**src/rtl/sfe_pkg.sv**
```systemverilog
// Shared types, line codes and the FCS-16 byte update for the SLIP framer.
// No dependencies; used by sfe_burst_out, slip_frame_encoder_fcs16_top, the checker and the testbench.
package sfe_pkg;

  // SLIP line codes
  localparam logic [7:0] LINE_END     = 8'hC0;
  localparam logic [7:0] LINE_ESC     = 8'hDB;
  localparam logic [7:0] LINE_ESC_END = 8'hDC;
  localparam logic [7:0] LINE_ESC_ESC = 8'hDD;

  // PPP FCS-16, reflected polynomial
  localparam logic [15:0] FCS_INIT = 16'hFFFF;
  localparam logic [15:0] FCS_POLY = 16'h8408;

  localparam logic [7:0] CHECKED_TYPE_RST = 8'hA9;

  // Item kinds on the input tuser
  localparam logic [1:0] OP_START = 2'd0;
  localparam logic [1:0] OP_DATA  = 2'd1;
  localparam logic [1:0] OP_END   = 2'd2;

  localparam int unsigned BURST_MAX = 3;

  // Line bytes caused by one item, sent from bytes[0] up
  typedef struct packed {
    logic [BURST_MAX-1:0][7:0] bytes;
    logic [1:0]                count;
  } burst_t;

  function automatic logic [15:0] fcs_byte(input logic [15:0] fcs, input logic [7:0] b);
    logic [15:0] v;
    v = fcs ^ {8'h00, b};
    for (int i = 0; i < 8; i++) begin
      if (v[0]) begin
        v = (v >> 1) ^ FCS_POLY;
      end else begin
        v = v >> 1;
      end
    end
    return v;
  endfunction

endpackage

```
**src/rtl/sfe_burst_out.sv**
```systemverilog
// Output burst register: holds the line bytes of one item and sends them one per cycle while m_axis_tready is high.
// Depends on sfe_pkg (burst_t).
module sfe_burst_out (
  input  logic            clk_i,
  input  logic            rst_ni,
  input  logic            load_i,
  input  sfe_pkg::burst_t burst_i,
  output logic            space_o,
  output logic            m_axis_tvalid,
  input  logic            m_axis_tready,
  output logic [7:0]      m_axis_tdata,   // line_byte
  output logic            m_axis_tlast    // last_of_run
);

  logic [sfe_pkg::BURST_MAX-1:0][7:0] byte_q, byte_d;
  logic [1:0] left_q, left_d;
  logic       fire;

  assign fire    = m_axis_tvalid && m_axis_tready;
  // Room for the next item once the final byte of this one leaves
  assign space_o = (left_q == 2'd0) || ((left_q == 2'd1) && m_axis_tready);

  assign m_axis_tvalid = (left_q != 2'd0);
  assign m_axis_tdata  = byte_q[0];
  assign m_axis_tlast  = (left_q == 2'd1);

  always_comb begin
    byte_d = byte_q;
    left_d = left_q;
    if (load_i) begin
      byte_d = burst_i.bytes;
      left_d = burst_i.count;
    end else if (fire) begin
      byte_d = {8'h00, byte_q[sfe_pkg::BURST_MAX-1:1]};
      left_d = left_q - 2'd1;
    end
  end

  always_ff @(posedge clk_i or negedge rst_ni) begin
    if (!rst_ni) begin
      left_q <= 2'd0;
    end else begin
      left_q <= left_d;
    end
  end

  always_ff @(posedge clk_i) begin
    byte_q <= byte_d;
  end

  a_load_only_when_free: assert property (@(posedge clk_i) disable iff (!rst_ni)
    load_i |-> ((left_q == 2'd0) || ((left_q == 2'd1) && m_axis_tready)))
    else $error("burst loaded over unsent bytes");

  a_burst_count_legal: assert property (@(posedge clk_i) disable iff (!rst_ni)
    load_i |-> (burst_i.count != 2'd3 || burst_i.bytes[2] == sfe_pkg::LINE_END))
    else $error("three-byte burst must close with END");

  a_drain_step: assert property (@(posedge clk_i) disable iff (!rst_ni)
    (fire && !load_i) |=> (left_q == $past(left_q) - 2'd1))
    else $error("burst count did not step down on send");

  a_empty_after_last: assert property (@(posedge clk_i) disable iff (!rst_ni)
    (fire && m_axis_tlast && !load_i) |=> !m_axis_tvalid)
    else $error("output still valid after last byte of item");

endmodule

```
**src/rtl/slip_frame_encoder_fcs16_top.sv**
```systemverilog
// Top level of the SLIP transmit framer with PPP FCS-16 trailer.
// Depends on sfe_pkg and sfe_burst_out.
//
// The output register sends the line bytes of each input item one per cycle
// while m_axis_tready is high: a plain payload byte causes one line byte, a
// start or an escaped payload byte two, an end one (no FCS) or three (with
// FCS), and an unused op code none. The FCS update and byte stuffing
// are done in the accept cycle, and the next item is taken in the same cycle
// the previous item's last byte is taken downstream. Type and FCS bytes are
// sent unescaped. Configuration writes are always ready.
module slip_frame_encoder_fcs16_top (
  input  logic        clk_i,
  input  logic        rst_ni,
  input  logic        cfg_valid_i,
  output logic        cfg_ready_o,
  input  logic [7:0]  cfg_data_i,     // checked_type_code
  input  logic        s_axis_tvalid,
  output logic        s_axis_tready,
  input  logic [15:0] s_axis_tdata,   // [7:0] packet_type, [15:8] data_byte
  input  logic [1:0]  s_axis_tuser,   // op
  output logic        m_axis_tvalid,
  input  logic        m_axis_tready,
  output logic [7:0]  m_axis_tdata,   // line_byte
  output logic        m_axis_tlast    // last_of_run
);

  logic [7:0]      checked_type_q;
  logic [15:0]     fcs_q, fcs_d;
  logic            active_q, active_d;
  logic            s_fire;
  logic            space;
  logic [7:0]      pkt_type, data_byte;
  logic [15:0]     fcs_out;
  sfe_pkg::burst_t burst;

  assign cfg_ready_o   = 1'b1;
  assign s_axis_tready = space;
  assign s_fire        = s_axis_tvalid && space;
  assign pkt_type      = s_axis_tdata[7:0];
  assign data_byte     = s_axis_tdata[15:8];
  assign fcs_out       = ~fcs_q;

  always_comb begin
    fcs_d       = fcs_q;
    active_d    = active_q;
    burst.bytes = '0;
    burst.count = 2'd0;
    unique case (s_axis_tuser)
      sfe_pkg::OP_START: begin
        active_d       = (pkt_type == checked_type_q);
        fcs_d          = sfe_pkg::fcs_byte(sfe_pkg::FCS_INIT, pkt_type);
        burst.bytes[0] = sfe_pkg::LINE_END;
        burst.bytes[1] = pkt_type;
        burst.count    = 2'd2;
      end
      sfe_pkg::OP_DATA: begin
        if (active_q) begin
          fcs_d = sfe_pkg::fcs_byte(fcs_q, data_byte);
        end
        if (data_byte == sfe_pkg::LINE_END) begin
          burst.bytes[0] = sfe_pkg::LINE_ESC;
          burst.bytes[1] = sfe_pkg::LINE_ESC_END;
          burst.count    = 2'd2;
        end else if (data_byte == sfe_pkg::LINE_ESC) begin
          burst.bytes[0] = sfe_pkg::LINE_ESC;
          burst.bytes[1] = sfe_pkg::LINE_ESC_ESC;
          burst.count    = 2'd2;
        end else begin
          burst.bytes[0] = data_byte;
          burst.count    = 2'd1;
        end
      end
      sfe_pkg::OP_END: begin
        if (active_q) begin
          // complemented FCS, low byte first
          burst.bytes[0] = fcs_out[7:0];
          burst.bytes[1] = fcs_out[15:8];
          burst.bytes[2] = sfe_pkg::LINE_END;
          burst.count    = 2'd3;
        end else begin
          burst.bytes[0] = sfe_pkg::LINE_END;
          burst.count    = 2'd1;
        end
        active_d = 1'b0;
        fcs_d    = sfe_pkg::FCS_INIT;
      end
      default: begin
        // unused op: absorbed with no line bytes
      end
    endcase
  end

  always_ff @(posedge clk_i or negedge rst_ni) begin
    if (!rst_ni) begin
      checked_type_q <= sfe_pkg::CHECKED_TYPE_RST;
      fcs_q          <= sfe_pkg::FCS_INIT;
      active_q       <= 1'b0;
    end else begin
      if (cfg_valid_i) begin
        checked_type_q <= cfg_data_i;
      end
      if (s_fire) begin
        fcs_q    <= fcs_d;
        active_q <= active_d;
      end
    end
  end

  sfe_burst_out u_burst_out (
    .clk_i         (clk_i),
    .rst_ni        (rst_ni),
    .load_i        (s_fire),
    .burst_i       (burst),
    .space_o       (space),
    .m_axis_tvalid (m_axis_tvalid),
    .m_axis_tready (m_axis_tready),
    .m_axis_tdata  (m_axis_tdata),
    .m_axis_tlast  (m_axis_tlast)
  );

  a_end_resets_fcs: assert property (@(posedge clk_i) disable iff (!rst_ni)
    (s_fire && s_axis_tuser == sfe_pkg::OP_END) |=>
      (!active_q && fcs_q == sfe_pkg::FCS_INIT))
    else $error("end item did not clear FCS state");

  a_inactive_fcs_held: assert property (@(posedge clk_i) disable iff (!rst_ni)
    (s_fire && s_axis_tuser == sfe_pkg::OP_DATA && !active_q) |=> $stable(fcs_q))
    else $error("FCS moved outside a checked packet");

  a_start_type_match: assert property (@(posedge clk_i) disable iff (!rst_ni)
    (s_fire && s_axis_tuser == sfe_pkg::OP_START && !cfg_valid_i) |=>
      (active_q == (checked_type_q == $past(s_axis_tdata[7:0]))))
    else $error("FCS enable does not follow packet type");

endmodule

```
**config.mk**
```make
export PLATFORM = sky130hd
export DESIGN_NAME = slip_frame_encoder_fcs16_top
export DESIGN_NICKNAME = d
export VERILOG_FILES = /design/src/rtl/sfe_pkg.sv /design/src/rtl/sfe_burst_out.sv /design/src/rtl/slip_frame_encoder_fcs16_top.sv
export SDC_FILE = /design/constraint.sdc
export NUM_CORES = 1
export LEC_CHECK = 0
export ABC_AREA = 1
export BUFFER_PORTS_ARGS = -buffer_cell sky130_fd_sc_hd__buf_2
export CAP_MARGIN = 20
export CORE_MARGIN = 4
export CORE_UTILIZATION = 53
export DETAILED_ROUTE_END_ITERATION = 7
export PLACE_DENSITY = 0.77
export SYNTH_ARGS = -nofsm -noshare
export SYNTH_HDL_FRONTEND = slang
export SYNTH_HIERARCHICAL = 1
export SYNTH_SLANG_ARGS = --single-unit
```
**constraint.sdc**
```tcl
create_clock -name clk_i -period 2.1 [get_ports clk_i]
set_clock_uncertainty 0.1 [all_clocks]
set_input_delay 0.315 -clock clk_i [delete_from_list [all_inputs] [get_ports clk_i]]
set_output_delay 0.315 -clock clk_i [all_outputs]
set_load 0.03 [all_outputs]
```
Yosys cells after proc, flatten, opt, wreduce, memory -nomap -nowiden

Index checks and enable logic that the tools add are counted.

Add/subtract/negate cells: 1
Eq/ne operators: 7
Multiplexer cells: 51
Bitwise gates (word level): 19
Reduce and logical (&&, ||, !) cells: 12

Operators by type and width:

| operator           | number |
|---|---|
| $mux 16            | 39 |
| $pmux 18 s3        | 1 |
| $mux 24            | 2 |
| $not 2->3          | 16 |
| $pmux 16 s3        | 1 |
| $mux 10            | 2 |
| $mux 18            | 1 |
| $eq 8x8->1 const B | 2 |
| $mux 8             | 2 |
| $not 16->16        | 1 |
| $not 8->16         | 1 |
| $xor 16x8->16      | 1 |
| $eq 8x8->1         | 1 |
| $reduce_bool 2->1  | 3 |
| $eq 2x1->1 const B | 2 |
| $logic_not 2->1    | 2 |
| $mux 2             | 2 |
| $logic_and 1x1->1  | 3 |
| $reduce_and 3->1   | 1 |
| $reduce_bool 3->1  | 1 |
| $eq 2x2->1 const B | 1 |
| $ne 2x2->1 const B | 1 |
| $pmux 1 s2         | 1 |
| $reduce_and 2->1   | 1 |
| 2 further kinds    | 2 |

Register bits after elaboration: 51
Input bits: 31
Logic and storage cells: 97

Logic depth before layout (Yosys ltp)

Gate-level depths: netlist of run 1.

Word-level depth: 33
Depth in mapped cells: 11
Depth with buffers taken out: 10

Cells and area by module

The synthesis of run 1 kept the hierarchy.

By module, submodules not included:

| module                       | instances | cells an instance | area each (um^2) | seq. area each (um^2) |
|---|---|---|---|---|
| slip_frame_encoder_fcs16_top | 1         | 354               | 2207.1           | 650.6 |
| sfe_burst_out                | 1         | 122               | 1209.9           | 770.7 |

Worst setup path after synthesis of run 1

Ideal clock, no wire load.

Kind: flip-flop to flip-flop
Start point: register u_burst_out.left_q[1]
End point: register u_burst_out/byte_q[10] (netlist name) (enable)
Arrival time: 2.030 ns
Data required time: 1.618 ns
Path slack: -0.413 ns
Stages on the path, launching flop included: 9
Path buffers: 0
Cells stage by stage: dfrtp_1 -> inv_1 -> ha_1 -> nand2_1 -> nand2_1 -> nand2_1 -> inv_1 -> inv_2 -> nand2_1

Longest elaborated chain between the ends: 5

Ends and longest elaborated chain:

| what                        | RTL line                           | source |
|---|---|---|
| start: declaration          | sfe_burst_out.sv:16                | `logic [1:0] left_q, left_d;` |
| start signal: assignment    | sfe_burst_out.sv:43                | `left_q <= left_d;` |
| $eq 2x1->1                  | n/a                                |  |
| named net m_axis_tlast      | slip_frame_encoder_fcs16_top.sv:24 | `output logic m_axis_tlast` |
| $logic_and 1x1->1           | sfe_burst_out.sv:21                | `assign space_o = (left_q == 2'd0) \|\| ((left_q == 2'd1) && m_axis_tready);` |
| $logic_or 1x1->1            | sfe_burst_out.sv:21                |  |
| named net s_axis_tready     | slip_frame_encoder_fcs16_top.sv:18 | `output logic s_axis_tready,` |
| $logic_and 1x1->1           | slip_frame_encoder_fcs16_top.sv:38 | `assign s_fire = s_axis_tvalid && space;` |
| named net s_fire            | slip_frame_encoder_fcs16_top.sv:30 | `logic s_fire;` |
| $reduce_bool 2->1 (no line) | n/a                                |  |
| end signal: assignment      | sfe_burst_out.sv:48                | `byte_q <= byte_d;` |
| end: declaration            | sfe_burst_out.sv:15                | `logic [sfe_pkg::BURST_MAX-1:0][7:0] byte_q, byte_d;` |

The timed path passes the listed nets, and every way through them passes these cells.
A chain may end at the register's enable or synchronous reset.

Worst setup path in the final report of run 1

Start point: register u_burst_out.left_q[0]
End point: register fcs_q[11]

Longest elaborated chain between the ends: 5

Ends and longest elaborated chain:

| what                         | RTL line                            | source |
|---|---|---|
| $eq 2x1->1                   | sfe_burst_out.sv:21                 |  |
| $logic_and 1x1->1            | sfe_burst_out.sv:21                 |  |
| $logic_or 1x1->1 *           | sfe_burst_out.sv:21                 |  |
| $logic_and 1x1->1 *          | slip_frame_encoder_fcs16_top.sv:38  |  |
| $reduce_and 3->1 (no line) * | n/a                                 |  |
| end signal: assignment       | slip_frame_encoder_fcs16_top.sv:96  | `fcs_q <= sfe_pkg::FCS_INIT;` |
| end signal: assignment       | slip_frame_encoder_fcs16_top.sv:103 | `fcs_q <= fcs_d;` |
| end: declaration             | slip_frame_encoder_fcs16_top.sv:28  | `logic [15:0] fcs_q, fcs_d;` |

Every way passes the cells marked *; elsewhere a longest branch is shown, timed or not.

==> results of run 1 <==
[tightest hold or removal path: cells and delay by family]
family / cells / cell delay (ps)
AOI/OAI and AO/OA: 1 / 60
buffers and inverters: 1 / 80
and+or+nand+nor: 1 / 40
[flip-flops by register name, summed over array words and instances (netlist names)]
register	flops
checked_type_q	8
u_burst_out/left_q	2
u_burst_out/m_axis_tdata	8
fcs_q	16
u_burst_out/byte_q	16
active_q	1
[layout make-up]
| type | instances | area share (%) |
|---|---|---|
| multi-input combinational | 344 | 43.4 |
| clock buffer | 5 | 1.85 |
| clock inverter | 3 | 0.672 |
| sequential | 51 | 38.2 |
| timing repair buffer | 50 | 7.39 |
| inverter | 59 | 5.98 |
| tap | 75 | 2.52 |
[worst paths after layout]
check                                             startpoint                             to  slack, ps  depth (start not counted)
max                        u_burst_out/left_q[0]$_DFFE_PN0P_          fcs_q[11]$_DFFE_PN1P_        300                         10
min                                            cfg_data_i[4]  checked_type_q[4]$_DFFE_PN0P_        110                          3
max reg2reg                u_burst_out/left_q[0]$_DFFE_PN0P_          fcs_q[11]$_DFFE_PN1P_        300                         10
min reg2reg                             fcs_q[3]$_DFFE_PN1P_           fcs_q[3]$_DFFE_PN1P_        390                          2
max in group asynchronous                             rst_ni           active_q$_DFFE_PN0P_       1020                          2
min in group asynchronous                             rst_ni  checked_type_q[2]$_DFFE_PN0P_        470                          2
[stage by stage]
step           utilization (%)  hold WS [ps]
5_1_grt                   61.1           106
3_3_place_gp              59.4           278
3_5_place_dp              59.4           277
4_1_cts                   61.1           107
2_1_floorplan                -         -80.6
6_report                  61.1           112
[power by group]
group	switching, mW	leakage [nW]	internal [mW]	total [mW]
clock	0.350	0.0443	0.239	0.589
sequential	0.202	0.538	1.68	1.88
combinational	1.35	1.30	0.588	1.94
[cells by family after synthesis]
group	synth area share [%]
muxes	0.659
adders and majority gates	2.20
xor gates and xnor gates	2.56
buffers and inverters	11.9
and+or+nand+nor	28.5
DFF	41.6
AOI/OAI and AO/OA	12.4
other	0.220
[cell usage after synthesis, drive strengths merged (7+ instances only)]
cell type and instances:
edfxtp 24, nand3 22, inv 58, nand2 193, dfstp 20, o21ai 34, dfrtp 7, buf 20
a21oi 29, nor2 18, clkbuf 7
[layer usage]
layer / share of wire [%] / GRT usage (%) / routed length, um / up-vias
met5: 0 / 0 / 0 / -
met4: 2.8 / 8.52 / 223 / 0
met3: 8.6 / 5.03 / 693 / 25
met2: 45 / 35.5 / 3610 / 122
met1: 44 / 29.9 / 3530 / 1382
li1: - / - / - / 1562
[what timing repair did]
item                                   in CTS  in global routing
hold buffers                                1                  0
buffers inserted                            0                  0
gates resized for setup                     0                  0
endpoints found under the hold margin       7                  0
==> metrics.md, run 1 <==
| Metric | Value |
|---|---|
| Outcome | completed |
| Register area | 1420 um2 |
| Top_reg_cell synth | edfxtp_1 |
| Initial core utilization | 56.1% |
| 1st-iter DRT viols | 286 |
| Netlist cell types | 37 |
| Clk buf depth | 2 |
| Vias in the first global route | 3008 |
| CTS Buf Count | 5 |
| Final setup viols | 0 |
| Power Total | 4.41 mW |
| Nets@finish | 548 |
| Commonest cells after routing, fill and taps aside | nand2_1, inv_1, buf_2 |
| Clock root cell | clkbuf_8 |
| Via count | 3091 |
| Pre-CTS setup slack | 144 ps |
| Sink Count | 51 |
| Unrepaired setup endpoints after global routing | false |
| Final HPWL DP | 6.08 mm |
| Mapped Avg Cell Area | 7.18 um2 |
| Post-Syn Area | 3420 um2 |
| # IOs | 43 |
| Final instance area | 3720 um2 |
| Max Cap Viol | 0 |
| Critical Path Max Stage Delay | 420 ps |
| Min cycle time layout | 1800 ps |
| Fmax | 556 MHz |
| Number of synthesized flops with an enable pin | 24 |
| FP Rows | 28 |
| DIE HEIGHT | 88.3 um |
| PD cells | 1180 nW/um2 |
| Commonest non-fill, non-tap cell in the layout | nand2_1 |
| Placed inst area | 3620 um2 |
| Largest net degree at the start of global routing | 29 |
| Number of synthesized register bits | 51 |
| Buffers plus inverters on the worst setup path | 3 |
| Crit path max-delay cell type | dfrtp_1 |
| HP Class | in2reg |
| Top cell type's share of synthesized area | 21.2% |
| Top cells by area, synth | nand2_1, edfxtp_1, dfstp_2, inv_1, dfrtp_1 |
| Final Hold Vio Count | 0 |
| Peak VDD IR | 773 uV |
| Max Slew Vio Count | 0 |
| Worst-margin pin slew | 647 ps |
| Slew margin rel. | 56.9% |
| Startpoint Class | flip-flop |
| Total congestion overflow | 0 |
| Seq/Total Area, Yosys | 41.6% |
| Fillcell total | 579 |
| Area leader, netlist | nand2_1 |
| H-tree depth | 2 |
| TritonCTS clock tree | yes |
| Crit. End Element | flip-flop |
| Setup TNS | 0 ps |
| First-pass GRT wire length | 13.6 mm |
| Area grow syn2layout | 9.01% |
| Critical-path maximum fanout | 11 |
| Leak pwr | 1.88 nW |
| Final wirelength | 8.05 mm |
| Number of antenna violations at the first check in global routing | 0 |
| Crit path cell chain | inv_1 > ha_1 > inv_1 > nand2_1 > nand2_1 > nor3_4 > buf_4 > o21ai_0 > a21oi_1 > a21oi_1 |
| Critical path required time | 2240 ps |
| Antenna fix cells | 0 |
| Syn. warnings | 6 |
| Worst path arrival time | 1940 ps |
| Number of buffers added on ports | 41 |
| Pre-antenna DRT Iters | 5 |
| DR vias/cell | 5.27 |
| # DRC | 0 |
| WL per Instance | 13.7 um |
| Crit Path Class | reg2reg |
| Ys async rst share | 52.9% |
| Area of the die | 7800 um2 |
| Final worst-path cycle share | 85.6% |
| Antenna Nets Post-Route | 0 |
| Syn Inst Count | 476 |
| Clk_lat worst skew | 310 ps |
| Layout cells sized above 1 | 18.0% |
| Total core area | 6100 um2 |
| CTS clk-pin slew, worst paths | 100 ps |
| Multi-input gate area | 1620 um2 |
| Family with the most delay on the worst path | flip-flops |
| Total GRT Usage | 22.3% |
| Gpl congestion | 0.927 |
| Die X-Extent | 88.3 um |
| Final Non-Filler Cells | 587 |
| Post-route setup slack | 301 ps |
| Placed cell count | 578 |
(Power assumes the default switching activity.)
==> run 2, diff against run 1 <==
Settings changed: CORE_UTILIZATION 53 to 52, PLACE_DENSITY 0.77 to 0.76, SYNTH_HIERARCHICAL 1 to unset.
==> run 2 against run 1 <==
Effect of this change:
- count of clock-buffer cells in the layout did not move
- largest power group unchanged
- critical endpoint is now u_burst_out.m_axis_tdata[7]$_DFFE_PP_
- highest routed layer unchanged
- die area fell by 7.3%
- critical path depth fell by 2
==> metrics.md, run 2 <==
| Metric | Value |
|---|---|
| Worst hold path depth | 3 (unchanged) |
| Worst path arrival time | 1820 ps (-120 ps) |
| Area of the die | 7230 um2 (-7.3%) |
| First-pass GRT wire length | 13.0 mm (-4.8%) |
| PD cells | 1160 nW/um2 (-1.8%) |
| Top post-synthesis cells by count | nand2_1, inv_1, nand3_1 |
| Fmax | 533 MHz (-4.1%) |
| Critical-path maximum fanout | 14 (+3) |
| # IOs | 43 (unchanged) |
| Syn. warnings | 0 (-6) |
| Total congestion overflow | 0 (unchanged) |
| Critical path required time | 2040 ps (-200 ps) |
| Post-Syn Area | 3080 um2 (-9.7%) |
| Netlist cell types | 31 (-16%) |
| Final Hold Vio Count | 0 (unchanged) |
| Post-synth net total | 488 |
| Final wirelength | 7.97 mm (-1.0%) |
| Seq/Total Area, Yosys | 39.3% (-2.3 points) |
| Top cell type's share of synthesized area | 23.1% (+1.9 points) |
| Outcome | completed |
| H-tree depth | 2 (unchanged) |
| Min cycle time layout | 1880 ps (+77.7 ps) |
| Vias in the first global route | 2721 (-9.5%) |
| DR vias/cell | 5.27 (about the same) |
| 1st-iter DRT viols | 255 (-11%) |
| Worst-margin pin slew | 637 ps (-10.1 ps) |
| Clk_lat worst skew | 300 ps (about the same) |
| Antenna Nets Post-Route | 0 (unchanged) |
| Met1 wire length | 3.43 mm (-2.7%) |
| Slew margin rel. | 57.6% (+0.68 points) |
| Ys async rst share | 61.4% (+8.4 points) |
| Max Slew Vio Count | 0 (unchanged) |
| Max Cap Viol | 0 (unchanged) |
| Initial core utilization | 54.7% (-1.4 points) |
| Total GRT Usage | 22.7% (+0.35 points) |
| Final worst-path cycle share | 89.4% (+3.7 points) |
| Gpl congestion | 0.932 (+0.63%) |
| CTS Buf Count | 5 (unchanged) |
| Total core area | 5640 um2 (-7.5%) |
| Nets@finish | 523 (-4.6%) |
| Die X-Extent | 85.0 um (-3.7%) |
| Clock root cell | clkbuf_8 |
| Number of antenna violations at the first check in global routing | 0 (unchanged) |
| Worst r2r path cells | 8 (-2) |
| CTS clk-pin slew, worst paths | 90 ps (about the same) |
| Unrepaired setup endpoints after global routing | false |
| WL met2 | 3.74 mm (+3.7%) |
| Peak VDD IR | 592 uV (-23%) |
| Commonest cells after routing, fill and taps aside | nand2_1, inv_1, buf_2 |
| Number of synthesized flops with an enable pin | 17 (-29%) |
| Area grow syn2layout | 10.6% |
| FP Rows | 27 (-3.6%) |
| Post-CTS setup buffers | 0 (unchanged) |
| Commonest non-fill, non-tap cell in the layout | nand2_1 |
| Via count | 2945 (-4.7%) |
| Pre-antenna DRT Iters | 6 (+1) |
| Number of synthesized register bits | 44 (-14%) |
| Crit Path Class | reg2reg |
| Final setup viols | 0 (unchanged) |
| Top cells by area, synth | nand2_1, dfstp_2, edfxtp_1, inv_1, dfrtp_1 |
| Largest register FFs | 16 |
| DIE HEIGHT | 85.0 um (-3.7%) |
| Top-count cell post-synth | nand2_1 |
| Fillcell total | 542 (-6.4%) |
| Area leader, netlist | nand2_1 |
| Final HPWL DP | 6.19 mm (+1.7%) |
| TritonCTS clock tree | yes |
| # DRC | 0 (unchanged) |
| Startpoint Class | flip-flop |
| Largest net degree at the start of global routing | 28 (-3.4%) |
| Setup TNS | 0 ps (unchanged) |
| Met3 WL post-DR | 630 um (-9.1%) |
| Leak pwr | 1.74 nW (-7.6%) |
| Antenna fix cells | 0 (unchanged) |
| Power Total | 3.96 mW (-10%) |
| HP Class | in2reg |
| Top routing layer used | met4 |
| Syn Inst Count | 451 (-5.3%) |
| Registers with the most flip-flops | fcs_q (16), u_burst_out.byte_q (9) |
| Most flops, register | fcs_q |
| Clk buf depth | 2 (unchanged) |
| Mapped Avg Cell Area | 6.84 um2 (-4.7%) |
| Crit. End Element | flip-flop |
| Layout cells sized above 1 | 17.5% (-0.51 points) |
| Sink Count | 44 (-14%) |
| Top_reg_cell synth | dfstp_2 |
| WL per Instance | 14.3 um (+3.9%) |
| Number of buffers added on ports | 41 (unchanged) |
==> run 2: changes by cell type after synthesis, moves of 4 or more <==
cell	change
a21oi_1	-18
nor2_1	+8
nand3_1	+10
edfxtp_1	-7
inv_1	-4
==> run 2: final cells by class <==
cell class / count / area (um2) / share of cell area (%)
Clock buffer: 5 / 68.8 / 2.02
Timing Repair Buffer: 49 / 268 / 7.85
Tap cell: 72 / 90.1 / 2.64
Clock inverter: 3 / 42.5 / 1.25
Sequential cell: 44 / 1210 / 35.5
Multi-Input combinational cell: 331 / 1520 / 44.7
Inverter: 55 / 206 / 6.05
==> run 2: kinds of logic (layout without fill, tap and decap cells) <==
family,Yosys count,count (layout),share of synthesized area (%)
AOI/OAI and AO/OA,64,64,11.9
xor gates and xnor gates,6,6,1.70
adders and majority gates,6,6,2.43
buffers and inverters,76,112,11.3
DFF,44,44,39.3
other,1,1,0.122
and+or+nand+nor,254,254,33.2
==> run 2: path summary, 6_finish.rpt <==
check / startpoint / endpoint / slack (ps)
setup / recovery: u_burst_out.left_q[0]$_DFFE_PN0P_ / u_burst_out.m_axis_tdata[7]$_DFFE_PP_ / 220
hold / removal: cfg_data_i[4] / checked_type_q[4]$_DFFE_PN0P_ / 120
setup reg to reg: u_burst_out.left_q[0]$_DFFE_PN0P_ / u_burst_out.m_axis_tdata[7]$_DFFE_PP_ / 220
hold reg to reg: fcs_q[10]$_DFFE_PN1P_ / fcs_q[10]$_DFFE_PN1P_ / 390
max in group asynchronous: rst_ni / u_burst_out.left_q[1]$_DFFE_PN0P_ / 1020
min in group asynchronous: rst_ni / checked_type_q[1]$_DFFE_PN0P_ / 470
==> run 2: per-stage QoR <==
stage               instance area (um2)  hold WS (ps)  std cells  setup slack (ps)  util [%]
floorplan                          3080         -80.6        451               141         -
global placement                   3290           269        550               281      58.3
detailed placement                 3290           275        550               217      58.3
CTS                                3410           107        559               211      60.5
global route                       3410           117        559              77.5      60.5
finish                             3410           115        559               224      60.5
==> run 2: layer usage <==
| metal | vias up | global-route usage, % |
|---|---|---|
| met5 | - | 0 |
| li1 | 1495 | - |
| met3 | 19 | 4.56 |
| met1 | 1322 | 29.5 |
| met4 | 0 | 7.91 |
| met2 | 109 | 37.5 |
==> run 2: where the power goes <==
part	total [mW]	switching (mW)	internal, mW
sequential	1.56	0.192	1.37
combinational	1.74	1.21	0.530
clock	0.662	0.309	0.352
==> run 2: timing repair <==
action / 4_1_cts / 5_1_grt
hold buffers: 1 / 0
resized for setup: 0 / 0
hold endpoints to repair: 7 / 0
==> run 2: critical path: stages, from the launching register on <==
cell	delay, ps
dfrtp_1	380
inv_1	70
ha_1	210
inv_2	70
nand2_1	100
nand2_4	190
nor2_4	60
inv_1	280
o21ai_0	170
